===== config.mk =====
export PLATFORM = sky130hd
export DESIGN_NAME = c_comment_stripper_flat
export DESIGN_NICKNAME = d
export VERILOG_FILES = /design/src/hdl/cstrip_pkg.sv /design/src/hdl/cstrip_ifs.sv /design/src/hdl/cstrip_ram.sv /design/src/hdl/cstrip_ctrl.sv /design/src/hdl/cstrip_dpath.sv /design/src/hdl/c_comment_stripper.sv /design/src/flat_wrapper.sv
export SDC_FILE = /design/constraint.sdc
export NUM_CORES = 1
export LEC_CHECK = 0
export BUFFER_PORTS_ARGS = -buffer_cell sky130_fd_sc_hd__buf_2
export CAP_MARGIN = 20
export CORE_AREA = 2 2 160 162
export DETAILED_ROUTE_END_ITERATION = 16
export DIE_AREA = 0 0 162 164
export PLACE_DENSITY = 0.73
export SETUP_SLACK_MARGIN = 0.1
export SYNTH_ARGS = -nofsm -noshare
export SYNTH_HDL_FRONTEND = slang
export SYNTH_SLANG_ARGS = --single-unit

===== constraint.sdc =====
create_clock -name clk -period 5.5 [get_ports clk]
set_input_delay 1.1 -clock clk [delete_from_list [all_inputs] [get_ports clk]]
set_output_delay 1.1 -clock clk [all_outputs]
set_load 0.05 [all_outputs]

===== src/hdl/cstrip_pkg.sv =====
package cstrip_pkg;

    localparam logic [7:0] CH_SLASH     = 8'h2F;
    localparam logic [7:0] CH_STAR      = 8'h2A;
    localparam logic [7:0] CH_QUOTE     = 8'h22;
    localparam logic [7:0] CH_BACKSLASH = 8'h5C;
    localparam logic [7:0] CH_NEWLINE   = 8'h0A;

    // Number of fixed (non-buffered) bytes an item can produce, and its counter width
    localparam int unsigned FIXED_SLOTS = 3;
    localparam int unsigned FIXED_W     = 2;

    typedef struct packed {
        logic capture;     // item accepted, latch plan and update state
        logic rd;          // read one held whitespace byte
        logic load_flush;  // move RAM read data into the output register
        logic load_fixed;  // move next fixed byte into the output register
        logic commit;      // end of item, perform deferred buffer write
    } cmd_t;

    typedef struct packed {
        logic plan_flush;  // item being accepted flushes held whitespace
        logic plan_fixed;  // item being accepted has fixed bytes
        logic flush_last;  // current flush byte is the last one
        logic fixed_pend;  // latched item has fixed bytes
        logic fixed_last;  // current fixed byte is the last one
        logic out_free;    // output register can take a byte this cycle
    } status_t;

    function automatic logic is_ws(input logic [7:0] c);
        return (c == 8'h20) || ((c >= 8'h09) && (c <= 8'h0D));
    endfunction

endpackage


===== src/hdl/cstrip_ifs.sv =====
interface cstrip_in_if;
    logic       valid;
    logic       ready;
    logic [7:0] in_byte;
    logic       end_of_text;

    modport source (output valid, output in_byte, output end_of_text, input ready);
    modport sink (input valid, input in_byte, input end_of_text, output ready);
endinterface

interface cstrip_out_if;
    logic       valid;
    logic       ready;
    logic [7:0] out_byte;
    logic       last_of_run;

    modport source (output valid, output out_byte, output last_of_run, input ready);
    modport sink (input valid, input out_byte, input last_of_run, output ready);
endinterface


===== src/hdl/cstrip_ram.sv =====
module cstrip_ram #(
    parameter int unsigned WIDTH = 8,
    parameter int unsigned DEPTH = 32,
    localparam int unsigned AW = (DEPTH > 1) ? $clog2(DEPTH) : 1
) (
    input  logic             clk,
    input  logic             we,
    input  logic [AW-1:0]    waddr,
    input  logic [WIDTH-1:0] wdata,
    input  logic             re,
    input  logic [AW-1:0]    raddr,
    output logic [WIDTH-1:0] rdata
);

    logic [WIDTH-1:0] mem [DEPTH];
    logic [WIDTH-1:0] rdata_reg;

    always_ff @(posedge clk)
    begin
        if (we)
        begin
            mem[waddr] <= wdata;
        end
        if (re)
        begin
            rdata_reg <= mem[raddr];
        end
    end

    assign rdata = rdata_reg;

endmodule


===== src/hdl/cstrip_ctrl.sv =====
module cstrip_ctrl (
    input  logic                clk,
    input  logic                rst_n,
    input  logic                in_valid,
    output logic                in_ready,
    input  cstrip_pkg::status_t sts,
    output cstrip_pkg::cmd_t    cmd
);

    typedef enum logic [4:0] {
        S_IDLE      = 5'b00001,
        S_FLUSH_RD  = 5'b00010,
        S_FLUSH_OUT = 5'b00100,
        S_FIXED     = 5'b01000,
        S_COMMIT    = 5'b10000
    } state_t;

    state_t state_reg;
    state_t state_next;

    always_comb
    begin
        state_next = state_reg;
        cmd        = '0;
        in_ready   = 1'b0;
        unique case (state_reg)
            S_IDLE:
            begin
                in_ready = 1'b1;
                if (in_valid)
                begin
                    cmd.capture = 1'b1;
                    priority if (sts.plan_flush)
                        state_next = S_FLUSH_RD;
                    else if (sts.plan_fixed)
                        state_next = S_FIXED;
                    else
                        state_next = S_COMMIT;
                end
            end
            S_FLUSH_RD:
            begin
                cmd.rd     = 1'b1;
                state_next = S_FLUSH_OUT;
            end
            S_FLUSH_OUT:
            begin
                if (sts.out_free)
                begin
                    cmd.load_flush = 1'b1;
                    priority if (!sts.flush_last)
                        state_next = S_FLUSH_RD;
                    else if (sts.fixed_pend)
                        state_next = S_FIXED;
                    else
                        state_next = S_COMMIT;
                end
            end
            S_FIXED:
            begin
                if (sts.out_free)
                begin
                    cmd.load_fixed = 1'b1;
                    if (sts.fixed_last)
                    begin
                        state_next = S_COMMIT;
                    end
                end
            end
            S_COMMIT:
            begin
                cmd.commit = 1'b1;
                state_next = S_IDLE;
            end
            default:
            begin
                state_next = S_IDLE;
            end
        endcase
    end

    always_ff @(posedge clk or negedge rst_n)
    begin
        if (!rst_n)
        begin
            state_reg <= S_IDLE;
        end
        else
        begin
            state_reg <= state_next;
        end
    end

endmodule


===== src/hdl/cstrip_dpath.sv =====
module cstrip_dpath #(
    parameter int unsigned WS_DEPTH = 32,
    localparam int unsigned CNT_W = $clog2(WS_DEPTH + 1),
    localparam int unsigned IDX_W = (WS_DEPTH > 1) ? $clog2(WS_DEPTH) : 1
) (
    input  logic                clk,
    input  logic                rst_n,
    input  logic                cfg_wr_en,
    input  logic                cfg_wr_data,
    input  logic [7:0]          in_byte,
    input  logic                end_of_text,
    output logic                out_valid,
    input  logic                out_ready,
    output logic [7:0]          out_byte,
    output logic                out_last,
    input  cstrip_pkg::cmd_t    cmd,
    output cstrip_pkg::status_t sts
);

    localparam int unsigned FW = cstrip_pkg::FIXED_W;

    // parser state
    logic strip_reg, strip_next;
    logic bc_reg, bc_next;
    logic so_reg, so_next;
    logic lc_reg, lc_next;
    logic sp_reg, sp_next;
    logic st_reg, st_next;
    logic [7:0] pb_reg, pb_next;
    logic pv_reg, pv_next;
    logic lne_reg, lne_next;
    logic [CNT_W-1:0] cnt_reg, cnt_next;

    // latched plan of the current item
    logic [CNT_W-1:0] flush_n_reg, flush_n_next;
    logic [CNT_W-1:0] flush_idx_reg, flush_idx_next;
    logic [7:0] fixed_reg [cstrip_pkg::FIXED_SLOTS];
    logic [7:0] fixed_next [cstrip_pkg::FIXED_SLOTS];
    logic [FW-1:0] fixed_n_reg, fixed_n_next;
    logic [FW-1:0] fixed_idx_reg, fixed_idx_next;
    logic wr_pend_reg, wr_pend_next;
    logic [IDX_W-1:0] wr_idx_reg, wr_idx_next;
    logic [7:0] wr_data_reg, wr_data_next;

    // output stage
    logic out_valid_reg, out_valid_next;
    logic [7:0] out_byte_reg, out_byte_next;
    logic out_last_reg, out_last_next;

    logic [7:0] ram_rdata;

    // plan for the item at the input
    logic [CNT_W-1:0] p_flush_n;
    logic [7:0] p_fixed [cstrip_pkg::FIXED_SLOTS];
    logic [FW-1:0] p_fixed_n;
    logic p_wr;
    logic [IDX_W-1:0] p_wr_idx;
    logic n_bc, n_so, n_lc, n_sp, n_st, n_pv, n_lne;
    logic [CNT_W-1:0] n_cnt;

    logic escaped, ws_c, is_close;
    logic slash_text, c_text, set_sp, c_push, c_buf, close_slash, any_push;
    logic lne_after, newline;
    logic [CNT_W-1:0] cnt_eff;

    always_comb
    begin
        escaped     = pv_reg && (pb_reg == cstrip_pkg::CH_BACKSLASH);
        ws_c        = cstrip_pkg::is_ws(in_byte);
        is_close    = (in_byte == cstrip_pkg::CH_NEWLINE) || end_of_text;
        slash_text  = 1'b0;
        c_text      = 1'b0;
        set_sp      = 1'b0;
        n_bc        = bc_reg;
        n_so        = so_reg;
        n_lc        = lc_reg;
        n_sp        = sp_reg;
        n_st        = st_reg;
        p_fixed     = '{default: 8'h00};
        p_fixed_n   = '0;

        priority if (lc_reg)
        begin
            // rest of line is dropped
        end
        else if (bc_reg)
        begin
            if (st_reg && (in_byte == cstrip_pkg::CH_SLASH))
            begin
                n_bc = 1'b0;
                n_st = 1'b0;
            end
            else
            begin
                n_st = (in_byte == cstrip_pkg::CH_STAR);
            end
        end
        else
        begin
            if (sp_reg)
            begin
                n_sp = 1'b0;
                priority if (in_byte == cstrip_pkg::CH_STAR)
                begin
                    n_bc = 1'b1;
                    n_st = 1'b0;
                end
                else if (in_byte == cstrip_pkg::CH_SLASH)
                begin
                    n_lc = 1'b1;
                end
                else
                begin
                    slash_text = 1'b1;
                end
            end
            // plain byte handling
            if (!sp_reg || slash_text)
            begin
                priority if ((in_byte == cstrip_pkg::CH_QUOTE) && !escaped)
                begin
                    n_so   = !so_reg;
                    c_text = 1'b1;
                end
                else if (so_reg)
                begin
                    c_text = 1'b1;
                end
                else if (in_byte == cstrip_pkg::CH_SLASH)
                begin
                    n_sp   = 1'b1;
                    set_sp = 1'b1;
                end
                else
                begin
                    c_text = 1'b1;
                end
            end
        end

        c_push      = c_text && !ws_c;
        c_buf       = c_text && ws_c;
        close_slash = is_close && n_sp;
        any_push    = slash_text || c_push || close_slash;
        lne_after   = lne_reg || any_push;
        newline     = is_close && lne_after;

        // a held slash on a full buffer drops the newest held whitespace
        cnt_eff = (set_sp && (cnt_reg == CNT_W'(WS_DEPTH))) ? CNT_W'(WS_DEPTH - 1) : cnt_reg;
        p_flush_n = any_push ? cnt_eff : '0;

        if (slash_text)
        begin
            p_fixed[p_fixed_n] = cstrip_pkg::CH_SLASH;
            p_fixed_n = p_fixed_n + FW'(1);
        end
        if (c_push)
        begin
            p_fixed[p_fixed_n] = in_byte;
            p_fixed_n = p_fixed_n + FW'(1);
        end
        if (close_slash)
        begin
            p_fixed[p_fixed_n] = cstrip_pkg::CH_SLASH;
            p_fixed_n = p_fixed_n + FW'(1);
        end
        if (newline)
        begin
            p_fixed[p_fixed_n] = cstrip_pkg::CH_NEWLINE;
            p_fixed_n = p_fixed_n + FW'(1);
        end

        // whitespace lands after any flush, so the write is deferred to commit
        p_wr     = c_buf && !is_close && (any_push || (cnt_reg < CNT_W'(WS_DEPTH)));
        p_wr_idx = any_push ? '0 : cnt_reg[IDX_W-1:0];

        priority if (is_close)
            n_cnt = '0;
        else if (any_push)
            n_cnt = c_buf ? CNT_W'(1) : '0;
        else if (c_buf && (cnt_reg < CNT_W'(WS_DEPTH)))
            n_cnt = cnt_reg + CNT_W'(1);
        else
            n_cnt = cnt_eff;

        n_pv  = !is_close;
        n_lne = is_close ? 1'b0 : lne_after;
        if (is_close)
        begin
            n_sp = 1'b0;
            n_so = 1'b0;
            n_lc = 1'b0;
            n_st = 1'b0;
        end
        if (end_of_text)
        begin
            n_bc = 1'b0;
            n_st = 1'b0;
        end

        // echo mode
        if (!strip_reg)
        begin
            p_flush_n  = '0;
            p_fixed    = '{default: 8'h00};
            p_fixed[0] = in_byte;
            p_fixed_n  = FW'(1);
            p_wr       = 1'b0;
        end
    end

    always_comb
    begin
        strip_next     = cfg_wr_en ? cfg_wr_data : strip_reg;
        bc_next        = bc_reg;
        so_next        = so_reg;
        lc_next        = lc_reg;
        sp_next        = sp_reg;
        st_next        = st_reg;
        pb_next        = pb_reg;
        pv_next        = pv_reg;
        lne_next       = lne_reg;
        cnt_next       = cnt_reg;
        flush_n_next   = flush_n_reg;
        flush_idx_next = flush_idx_reg;
        fixed_next     = fixed_reg;
        fixed_n_next   = fixed_n_reg;
        fixed_idx_next = fixed_idx_reg;
        wr_pend_next   = wr_pend_reg;
        wr_idx_next    = wr_idx_reg;
        wr_data_next   = wr_data_reg;
        out_valid_next = out_valid_reg && !out_ready;
        out_byte_next  = out_byte_reg;
        out_last_next  = out_last_reg;

        if (cmd.capture)
        begin
            flush_n_next   = p_flush_n;
            flush_idx_next = '0;
            fixed_next     = p_fixed;
            fixed_n_next   = p_fixed_n;
            fixed_idx_next = '0;
            wr_pend_next   = p_wr;
            wr_idx_next    = p_wr_idx;
            wr_data_next   = in_byte;
            if (strip_reg)
            begin
                bc_next  = n_bc;
                so_next  = n_so;
                lc_next  = n_lc;
                sp_next  = n_sp;
                st_next  = n_st;
                pb_next  = in_byte;
                pv_next  = n_pv;
                lne_next = n_lne;
                cnt_next = n_cnt;
            end
        end

        if (cmd.load_flush)
        begin
            out_valid_next = 1'b1;
            out_byte_next  = ram_rdata;
            out_last_next  = sts.flush_last && !sts.fixed_pend;
            flush_idx_next = flush_idx_reg + CNT_W'(1);
        end

        if (cmd.load_fixed)
        begin
            out_valid_next = 1'b1;
            out_byte_next  = fixed_reg[fixed_idx_reg];
            out_last_next  = sts.fixed_last;
            fixed_idx_next = fixed_idx_reg + FW'(1);
        end
    end

    always_ff @(posedge clk or negedge rst_n)
    begin
        if (!rst_n)
        begin
            strip_reg     <= 1'b0;
            bc_reg        <= 1'b0;
            so_reg        <= 1'b0;
            lc_reg        <= 1'b0;
            sp_reg        <= 1'b0;
            st_reg        <= 1'b0;
            pb_reg        <= 8'h00;
            pv_reg        <= 1'b0;
            lne_reg       <= 1'b0;
            cnt_reg       <= '0;
            flush_n_reg   <= '0;
            flush_idx_reg <= '0;
            fixed_n_reg   <= '0;
            fixed_idx_reg <= '0;
            wr_pend_reg   <= 1'b0;
            out_valid_reg <= 1'b0;
        end
        else
        begin
            strip_reg     <= strip_next;
            bc_reg        <= bc_next;
            so_reg        <= so_next;
            lc_reg        <= lc_next;
            sp_reg        <= sp_next;
            st_reg        <= st_next;
            pb_reg        <= pb_next;
            pv_reg        <= pv_next;
            lne_reg       <= lne_next;
            cnt_reg       <= cnt_next;
            flush_n_reg   <= flush_n_next;
            flush_idx_reg <= flush_idx_next;
            fixed_n_reg   <= fixed_n_next;
            fixed_idx_reg <= fixed_idx_next;
            wr_pend_reg   <= wr_pend_next;
            out_valid_reg <= out_valid_next;
        end
    end

    always_ff @(posedge clk)
    begin
        fixed_reg    <= fixed_next;
        wr_idx_reg   <= wr_idx_next;
        wr_data_reg  <= wr_data_next;
        out_byte_reg <= out_byte_next;
        out_last_reg <= out_last_next;
    end

    cstrip_ram #(
        .WIDTH (8),
        .DEPTH (WS_DEPTH)
    ) u_space_ram (
        .clk   (clk),
        .we    (cmd.commit && wr_pend_reg),
        .waddr (wr_idx_reg),
        .wdata (wr_data_reg),
        .re    (cmd.rd),
        .raddr (flush_idx_reg[IDX_W-1:0]),
        .rdata (ram_rdata)
    );

    always_comb
    begin
        sts.plan_flush = (p_flush_n != '0);
        sts.plan_fixed = (p_fixed_n != '0);
        sts.flush_last = ((flush_idx_reg + CNT_W'(1)) == flush_n_reg);
        sts.fixed_pend = (fixed_n_reg != '0);
        sts.fixed_last = ((fixed_idx_reg + FW'(1)) == fixed_n_reg);
        sts.out_free   = !out_valid_reg || out_ready;
    end

    assign out_valid = out_valid_reg;
    assign out_byte  = out_byte_reg;
    assign out_last  = out_last_reg;

endmodule


===== src/hdl/c_comment_stripper.sv =====
// Channel   Dir  Payload                    Handshake
// in_ch     in   in_byte[7:0], end_of_text  valid/ready
// out_ch    out  out_byte[7:0], last_of_run valid/ready
// cfg       in   cfg_wr_data (strip_enable) cfg_wr_en, no wait
//
// An item is accepted, then committed; each flushed whitespace byte is read from
// the space RAM and then loaded, each other emitted byte is loaded directly; the
// registered read of the whitespace RAM, issued one byte at a time, sets the flush rate.
// Asynchronous active-low reset clears all parser state; the whitespace RAM is
// not cleared, only entries below the held count are read.
// A stalled output holds its byte; the next item is taken while it waits.
module c_comment_stripper #(
    parameter int unsigned WS_DEPTH = 32
) (
    input  logic                clk,
    input  logic                rst_n,
    input  logic                cfg_wr_en,
    input  logic                cfg_wr_data,
    cstrip_in_if.sink           in_ch,
    cstrip_out_if.source        out_ch
);

    cstrip_pkg::cmd_t    cmd;
    cstrip_pkg::status_t sts;

    cstrip_ctrl u_ctrl (
        .clk      (clk),
        .rst_n    (rst_n),
        .in_valid (in_ch.valid),
        .in_ready (in_ch.ready),
        .sts      (sts),
        .cmd      (cmd)
    );

    cstrip_dpath #(
        .WS_DEPTH (WS_DEPTH)
    ) u_dpath (
        .clk         (clk),
        .rst_n       (rst_n),
        .cfg_wr_en   (cfg_wr_en),
        .cfg_wr_data (cfg_wr_data),
        .in_byte     (in_ch.in_byte),
        .end_of_text (in_ch.end_of_text),
        .out_valid   (out_ch.valid),
        .out_ready   (out_ch.ready),
        .out_byte    (out_ch.out_byte),
        .out_last    (out_ch.last_of_run),
        .cmd         (cmd),
        .sts         (sts)
    );

`ifndef SYNTHESIS
    // a byte is only loaded into a free output register
    a_load_free: assert property (@(posedge clk) disable iff (!rst_n)
        (cmd.load_flush || cmd.load_fixed) |-> (!out_ch.valid || out_ch.ready))
        else $error("output register overwritten");

    // RAM data is consumed exactly when the output frees up after a read
    a_read_use: assert property (@(posedge clk) disable iff (!rst_n)
        cmd.rd |=> (cmd.load_flush == (!out_ch.valid || out_ch.ready)))
        else $error("flush read not followed by load");

    // commit ends the item and reopens the input
    a_commit_ready: assert property (@(posedge clk) disable iff (!rst_n)
        cmd.commit |=> in_ch.ready)
        else $error("input not ready after commit");

    // capture happens only on an accepted item
    a_capture: assert property (@(posedge clk) disable iff (!rst_n)
        cmd.capture |-> (in_ch.valid && in_ch.ready))
        else $error("capture without accepted item");
`endif

endmodule

===== src/flat_wrapper.sv =====
// flat-port wrapper written by rule: the top's interface ports become plain ports
module c_comment_stripper_flat 
#(
    parameter int unsigned WS_DEPTH = 32
)
  (clk, rst_n, cfg_wr_en, cfg_wr_data, in_ch_valid, in_ch_in_byte, in_ch_end_of_text, in_ch_ready, out_ch_valid, out_ch_out_byte, out_ch_last_of_run, out_ch_ready);
  cstrip_in_if in_ch_i ();
  cstrip_out_if out_ch_i ();
  input  logic clk;
  input  logic rst_n;
  input  logic cfg_wr_en;
  input  logic cfg_wr_data;
  input wire logic [$bits(in_ch_i.valid)-1:0] in_ch_valid;
  input wire logic [$bits(in_ch_i.in_byte)-1:0] in_ch_in_byte;
  input wire logic [$bits(in_ch_i.end_of_text)-1:0] in_ch_end_of_text;
  output wire logic [$bits(in_ch_i.ready)-1:0] in_ch_ready;
  output wire logic [$bits(out_ch_i.valid)-1:0] out_ch_valid;
  output wire logic [$bits(out_ch_i.out_byte)-1:0] out_ch_out_byte;
  output wire logic [$bits(out_ch_i.last_of_run)-1:0] out_ch_last_of_run;
  input wire logic [$bits(out_ch_i.ready)-1:0] out_ch_ready;
  assign in_ch_i.valid = in_ch_valid;
  assign in_ch_i.in_byte = in_ch_in_byte;
  assign in_ch_i.end_of_text = in_ch_end_of_text;
  assign in_ch_ready = in_ch_i.ready;
  assign out_ch_valid = out_ch_i.valid;
  assign out_ch_out_byte = out_ch_i.out_byte;
  assign out_ch_last_of_run = out_ch_i.last_of_run;
  assign out_ch_i.ready = out_ch_ready;
  c_comment_stripper #(.WS_DEPTH(WS_DEPTH)) u_core (.clk(clk), .rst_n(rst_n), .cfg_wr_en(cfg_wr_en), .cfg_wr_data(cfg_wr_data), .in_ch(in_ch_i), .out_ch(out_ch_i));
endmodule

**After elaboration in Yosys (flattened, before gate mapping)**

Memories as Yosys holds them, arrays and structs flattened. A register that Yosys moved wholly into a read port is not among the register bits.
Index checks and enable logic that the tools add are counted.

- Bits in registers: 91
- Bits in writable memories: 256
- Bits of input ports: 15
- Word-level logic and storage cells: 224
- Memories: 1

- $add $sub $neg: 6
- Order comparisons: 10
- Eq/ne operators: 22
- Multiplexer cells: 102
- Bitwise gates (word level): 10
- Reduce and logical (&&, ||, !) cells: 49

Memory list:

| name | words | width | read ports | clocked after Yosys merged registers in | wr ports | RTL line | text |
|---|---|---|---|---|---|---|---|
| u_core.u_dpath.u_space_ram.mem | 32 | 8 | 1 | 1 | 1 | cstrip_ram.sv:15 | `logic [WIDTH-1:0] mem [DEPTH];` |

Operators by type and width:

| operator | number |
|---|---|
| $mux 24 | 4 |
| $mux 1 | 62 |
| $mux 8 | 7 |
| $mux 6 | 9 |
| $demux 8 s2 | 3 |
| $mux 5 | 8 |
| $eq 8x6->1 const B | 4 |
| $bwmux 24 | 1 |
| $pmux 5 s4 | 1 |
| $and 18x18->18 | 1 |
| $logic_and 1x1->1 | 18 |
| $not 18->18 | 1 |
| $bmux 8 s2 | 1 |
| $or 15x15->15 | 1 |
| $reduce_bool 2->1 | 7 |
| $add 6x1->6 const B | 2 |
| $ge 3x3->1 const B | 4 |
| $mux 2 | 6 |
| $not 2->3 | 4 |
| $ne 2x1->1 const B | 5 |
| $and 9x9->9 | 1 |
| $lt 3x1->1 const B | 3 |
| $not 9->9 | 1 |
| $add 2x1->2 const B | 4 |
| other kinds (25) | 41 |

**Depth between registers and ports, before layout**

Gate-level depths: netlist of run 1.

- Depth after elaboration: 23
- Depth in mapped cells: 17
- Mapped depth without buffers: 16

**Cells and area by module**

A second synthesis of run 1 with hierarchy kept.

- Cells, all modules: 877
- Area, all modules: 14672.8 µm²

Modules (own cells, without submodules):

| module | instances | cells an instance | area each (µm²) | sequential area each (µm²) |
|---|---|---|---|---|
| cstrip_ram | 1 | 417 | 10133.5 | 7927.6 |
| cstrip_dpath | 1 | 418 | 4149.0 | 2202.1 |
| cstrip_ctrl | 1 | 42 | 390.4 | 126.4 |

**Worst setup path after synthesis of run 1**

No wires, ideal clock.

- Path kind: input-to-reg
- Start point: input in_ch_in_byte[1]
- End point: register u_core.u_ctrl.state_reg[4]
- Arrival time: 4217 ps
- Slack: 1201 ps
- Stages: 15
- Path buffers: 2
- Path through: buf_2 > or4b_4 > a21oi_2 > o21ai_2 > nand2b_1 > ha_1 > clkbuf_1 > xor2_1 > inv_1 > ha_1 > a31oi_1 > or4_1 > a21oi_1 > o211ai_1 > a31oi_1

- Longest elaborated chain between the ends: 22
- Elaborated cells on any way between the ends: 57
- Classes of those cells: add/sub (3); order compare (2); eq/ne (5); mux (32); reduce/logical (15)

Ends and longest elaborated chain:

| element | RTL line | text |
|---|---|---|
| from (decl) | flat_wrapper.sv:14 | `input wire logic [$bits(in_ch_i.in_byte)-1:0] in_ch_in_byte;` |
| branches (longest 19 deep; another with $add 2x1->2) | -- |  |
| $mux 5 (*) | cstrip_ctrl.sv:33 | `priority if (sts.plan_flush)` |
| $mux 5 (*) | cstrip_ctrl.sv:30 | `if (in_valid)` |
| $pmux 5 s4 (*) | cstrip_ctrl.sv:26 | `unique case (state_reg)` |
| to (signal assigned) | cstrip_ctrl.sv:90 | `state_reg <= state_next;` |
| to (decl) | cstrip_ctrl.sv:18 | `state_t state_reg;` |

Every way passes the cells marked *. The select of a mux whose other input is x is not followed.
A chain may end at the register's enable or synchronous reset.

**Final worst setup path of run 1**

- Start point: input in_ch_in_byte[4]
- End point: register u_core.u_ctrl.state_reg[4]

The elaborated chain is that of the path after synthesis.

==> results.txt, run 1 <==
routability cong.: 0.900
CTS Buffer Depth: 3
max_cap viols: 0
Final Setup Violations: 0
Crit path max-delay family: simple AND/OR/NAND/NOR gates
FF-to-FF End: u_core.u_ctrl.state_reg[4]
R2R depth: 12
Syn Area/Cell: 16.8 um^2
critical path class: primary input to flip-flop
non-filler cells in the finished layout: 1,271
hold endpoint: u_core.u_dpath.pb_reg[2]
vias per cell: 6.23
CP cell instances: buf_2, nor4b_4, nand3_1, o21ai_2, nand2b_1, ha_1, xor2_1, inv_1, ha_1, a31oi_1, or4_1, a21oi_1, o211ai_1, a31oi_1
f_max: 232 MHz
Max rail drop VDD: 0.300 mV
P_leak: 5.37 nW
total CTS buffers: 35
largest net degree at the start of global routing: 46
Critical-path top delay cell: nor4b_4
CTS tree: built
setup_tns: 0 ns
htree depth: 2
clock skew: 0.0189 ns
router iterations before antenna repair: 5
GRT Residual Overflow: 0
Worst slew margin: 25.3%
DRC viols: 0
postcts setup bufs: 0
cts hold-fix bufs: 0
HP Class: flip-flop to flip-flop
Worst Hold Launch: u_core.u_dpath.pb_reg[2]
reg-to-reg setup timing slack: 1.95 ns
Top FF cell, synth: edfxtp_1
Clk Latency, worst-skew pair: 0.51 ns
Core Area: 24,800 um^2
# clock sinks: 349
RSZ-0062 raised after global routing: false
Post-Synthesis Net Count: 907
Hold Vio Cnt, Final: 0
Syn Inst Count: 882
gr usage total: 24.1%
startpoint types: primary input
dpl hpwl: 19,800 um
dpl cell area: 15,200 um^2
Tmin final: 4.31 ns
Post-synth EDFFs: 304
Critical Path End Type: flip-flop
port buffer count: 25
antenna viol nets, final: 0
PostCTS Resize Cnt: 0
CP arrival: 4.72 ns
slowest stage delay, CP: 0.43 ns
vias in the first global route: 7,887
async set-reset flop share out of synthesis: 12.9%
Worst EP required: 5.91 ns
status: finished, final reports clean
Worst Path Buf+Inv: 2
Final WS setup: 1.19 ns
I/O pin cnt: 26
Initial DRC Count: 918
Initial Util: 59.6%
Nets: 944
Power Total: 6.11 mW
drt total wl: 30,700 um
number of flip-flops in the largest register: 256
worst slew pin tran: 1.12 ns
Reg2Reg Launch Point: u_core.u_dpath.bc_reg
placed cells: 1,205
Site Rows: 58
PD cells: 373 nW/um^2
pre-CTS setup slack: 0.709 ns
hold path depth: 2
final core occ: 66.0%
CP max FO: 7
final worst-path cycle share: 78.4%
Fin Hold WS: 0.474 ns
Finished Cell Area: 16,400 um^2
CTS root buf: clkbuf_16
die outline width: 162 um
Yosys warning total: 0
antenna violations before repair: 1
Slew Limit Fails: 0
Die ar.: 26,600 um^2
area grow syn2layout: 10.7%
Mapped Area: 14,800 um^2
chip height: 164 um
commonest non-fill, non-tap cell in the layout: edfxtp_1
commonest non-fill, non-tap cells in the layout: edfxtp_1, mux4_2, nand2_1
Distinct cells, synth: 70
sequential share of the synthesized area: 69.4%
#FFs+latches synth: 349
antenna cells: 0
wire per inst: 24.2 um
share of post-route cells with drive strength above 1: 20.2%
CTS clk-pin slew, worst paths: 0.06 ns
first-pass GRT wire length: 47,500 um
Vias: 7,922
## worst reg2reg max path: stages (launching register included)
cell and delay, ns:
dfrtp_1 0.45, nor2_1 0.33, o21ai_2 0.18, nand2b_1 0.26
ha_1 0.47, xor2_1 0.36, inv_1 0.09, ha_1 0.33
a31oi_1 0.08, or4_1 0.43, a21oi_1 0.18, o211ai_1 0.13
a31oi_1 0.19
## worst max path at each step
stage,start,to,slack [ns],cells after the start
global route,in_ch_in_byte[4],u_core.u_ctrl.state_reg[4],0.95,14
detailed placement,in_ch_in_byte[4],u_core.u_ctrl.state_reg[4],0.71,14
CTS,in_ch_in_byte[4],u_core.u_ctrl.state_reg[3],1.20,14
finish,in_ch_in_byte[4],u_core.u_ctrl.state_reg[4],1.19,14
global placement,in_ch_in_byte[4],u_core.u_ctrl.state_reg[3],0.83,14
floorplan,in_ch_in_byte[1],u_core.u_ctrl.state_reg[4],1.20,15
## synth_stat cells (7+ instances only)
cell | number | area, um^2
a21oi_1 | 25 | 125
a31oi_1 | 7 | 43.8
and2_1 | 9 | 56.3
buf_2 | 10 | 50.1
clkbuf_1 | 17 | 63.8
dfrtp_1 | 44 | 1100
edfxtp_1 | 304 | 9130
ha_1 | 10 | 125
inv_1 | 17 | 63.8
mux2_2 | 8 | 90.1
mux2i_1 | 7 | 70.1
mux4_2 | 80 | 1800
nand2_1 | 71 | 267
nand2b_1 | 8 | 50.1
nand3_1 | 13 | 65.1
nand3b_1 | 7 | 52.6
nor2_1 | 70 | 263
nor3_1 | 8 | 40.0
o21ai_0 | 35 | 175
o31ai_1 | 13 | 97.6
xnor2_1 | 7 | 61.3
## area by class of cell
cell class / instances / area [um^2]
Tap cell: 330 / 413
Inverter: 17 / 63.8
Clock buffer: 50 / 932
Clock inverter: 9 / 68.8
Multi-Input combinational cell: 476 / 4260
Timing Repair Buffer: 40 / 370
Fill cell: 1678 / 8450
Sequential cell: 349 / 10300
## where the power goes
| group | switching (mW) | internal [mW] |
|---|---|---|
| logic | 0.450 | 0.227 |
| registers | 0.165 | 3.14 |
| clock network | 0.902 | 1.22 |
## metal layers
| layer | up-vias | part of all wire, % | GRT usage (%) |
|---|---|---|---|
| met5 | - | 0.029 | 0 |
| met4 | 2 | 2.6 | 7.44 |
| met3 | 54 | 5.8 | 4.07 |
| met2 | 285 | 51 | 40.3 |
| met1 | 4011 | 41 | 33.0 |
| li1 | 3570 | - | - |
## cells by family after synthesis
| logic type | share of synthesized area [%] |
|---|---|
| DFF | 69.4 |
| and+or+nand+nor | 8.53 |
| AOI/OAI and AO/OA | 5.22 |
| muxes | 13.3 |
| buffers and inverters | 1.86 |
| xor gates and xnor gates | 0.922 |
| adders and majority gates | 0.846 |
(Power assumes the default switching activity.)
==> inputs of run 2 (changes only) <==
clock period = 4.2 ns   (was 5.5 ns; I/O delays follow)
==> run 2 against run 1 <==
Core utilization up 0.96 points. Global-route usage up 0.81 points. Total power up 37%. Hold slack worse by 0.13 ns. Critical path depth up 1. First-iteration DRC count up 6.2%. Non-clock buffer count up 10. Critical endpoint is now u_core.u_ctrl.state_reg[3]. Largest cell class unchanged.
==> results.txt, run 2 (same netlist as run 1, synthesis figures left out) <==
status: finished, final reports clean
P_leak: 5.49 nW
CTS clk-pin slew, worst paths: 0.06 ns
Site Rows: 58
gr usage total: 24.9%
antenna violations before repair: 1
Hold Vio Cnt, Final: 0
RSZ-0062 raised after global routing: false
final core occ: 66.9%
antenna viol nets, final: 0
Power Total: 8.34 mW
Core Area: 24,800 um^2
Slew Limit Fails: 0
pre-CTS setup slack: 0.136 ns
Critical Path End Type: flip-flop
Fill cells: 1,672
setup_tns: 0 ns
cts hold-fix bufs: 0
postcts setup bufs: 0
Die ar.: 26,600 um^2
Finished Cell Area: 16,600 um^2
DRC viols: 0
# clock sinks: 349
met2 usage: 39.6%
router iterations before antenna repair: 5
htree depth: 2
PostCTS Resize Cnt: 0
vias in the first global route: 8,094
dpl hpwl: 20,400 um
f_max: 279 MHz
antenna cells: 0
GRT Residual Overflow: 0
Final Setup Violations: 0
CP max FO: 6
cell internal pwr: 6.23 mW
met1 Resource Use GR: 35.9%
Clk Latency, worst-skew pair: 0.52 ns
met3 usage: 4.19%
area grow syn2layout: 12.3%
non-filler cells in the finished layout: 1,286
Max rail drop VDD: 0.303 mV
Worst slew margin: 31.0%
max_cap viols: 0
CP arrival: 4.02 ns
sw frac: 25.3%
largest net degree at the start of global routing: 49
die outline width: 162 um
Nets: 954
placed cells: 1,214
final worst-path cycle share: 85.5%
Initial DRC Count: 975
commonest non-fill, non-tap cells in the layout: edfxtp_1, mux4_2, nand2_1
total CTS buffers: 35
share of post-route cells with drive strength above 1: 22.0%
worst slew pin tran: 1.03 ns
Worst EP required: 4.63 ns
I/O pin cnt: 26
combinational share of power: 11.3%
Initial Util: 59.6%
clock skew: 0.0199 ns
CTS tree: built
Tmin final: 3.59 ns
CTS Buffer Depth: 3
port buffer count: 25
startpoint types: primary input
first-pass GRT wire length: 48,800 um
chip height: 164 um
number of flip-flops in the largest register: 256
PD cells: 502 nW/um^2
routability cong.: 0.873
critical path class: primary input to flip-flop
Final WS setup: 0.610 ns
Sw Pwr: 2.11 mW
vias per cell: 6.31
HP Class: primary input to asynchronous set/reset pin
commonest non-fill, non-tap cell in the layout: edfxtp_1
part of the power in the clock network: 36.9%
wire per inst: 25.0 um
global route hottest layer: met2
register share of total power: 51.8%
Vias: 8,121
dpl cell area: 15,300 um^2
drt total wl: 32,200 um
Fin Hold WS: 0.349 ns
CTS root buf: clkbuf_16
-- run 2: cell types whose count changed in the layout (fill, tap and decap cells not counted), sizes merged --
cell      delta
clkinv       +3
clkbuf       -2
bufinv       +2
buf         +10
clkinvlp     +2
-- run 2: worst paths after layout --
path | from | to | slack [ns] | cells past startpoint
max | in_ch_in_byte[4] | u_core.u_ctrl.state_reg[3] | 0.61 | 15
min | rst_n | u_core.u_dpath.fixed_idx_reg[0] | 0.35 | 1
max reg2reg | u_core.u_dpath.lc_reg | u_core.u_ctrl.state_reg[4] | 0.94 | 14
min reg2reg | u_core.u_dpath.pb_reg[7] | u_core.u_dpath.pb_reg[7] | 0.47 | 2
max in group asynchronous | rst_n | u_core.u_ctrl.state_reg[0] | 3.05 | 2
min in group clk | u_core.u_dpath.pb_reg[7] | u_core.u_dpath.pb_reg[7] | 0.47 | 2
-- run 2: power by group through the flow --
| stage | Combinational [mW] | Sequential (mW) | Clock, mW |
|---|---|---|---|
| 2_1_floorplan | 0.511 | 4.39 | 0 |
| 3_3_place_gp | 0.710 | 4.49 | 0 |
| 3_5_place_dp | 0.727 | 4.50 | 0 |
| 4_1_cts | 0.731 | 4.43 | 3.11 |
| 5_1_grt | 1.03 | 4.34 | 3.25 |
| 6_report | 0.942 | 4.32 | 3.08 |
-- run 2: worst max-delay path, stage by stage --
cell	delay, ns
buf_2	0.14
nor4b_4	0.45
nand3_1	0.20
o211ai_1	0.41
inv_1	0.16
ha_1	0.25
inv_1	0.08
mux2i_1	0.11
inv_1	0.11
ha_1	0.26
a31oi_1	0.17
or4_1	0.14
a21oi_1	0.07
or4b_1	0.52
o211ai_1	0.11
-- run 2: area by class of cell --
class	count	area [um^2]	area share (%)
Clock inverter	16	170	1.02
Sequential cell	349	10300	61.8
Tap cell	330	413	2.49
Clock buffer	48	966	5.82
Multi-Input combinational cell	476	4260	25.7
Inverter	17	63.8	0.384
Timing Repair Buffer	50	473	2.85
-- run 2: per-layer routing --
layer  part of all wire (%)  vias to the layer above  routed length (um)
li1                       -                     3574                   -
met1                     41                     4135               13100
met2                     49                      355               15800
met3                    7.5                       55                2410
met4                    2.5                        2                 794
met5                  0.040                        -                  13
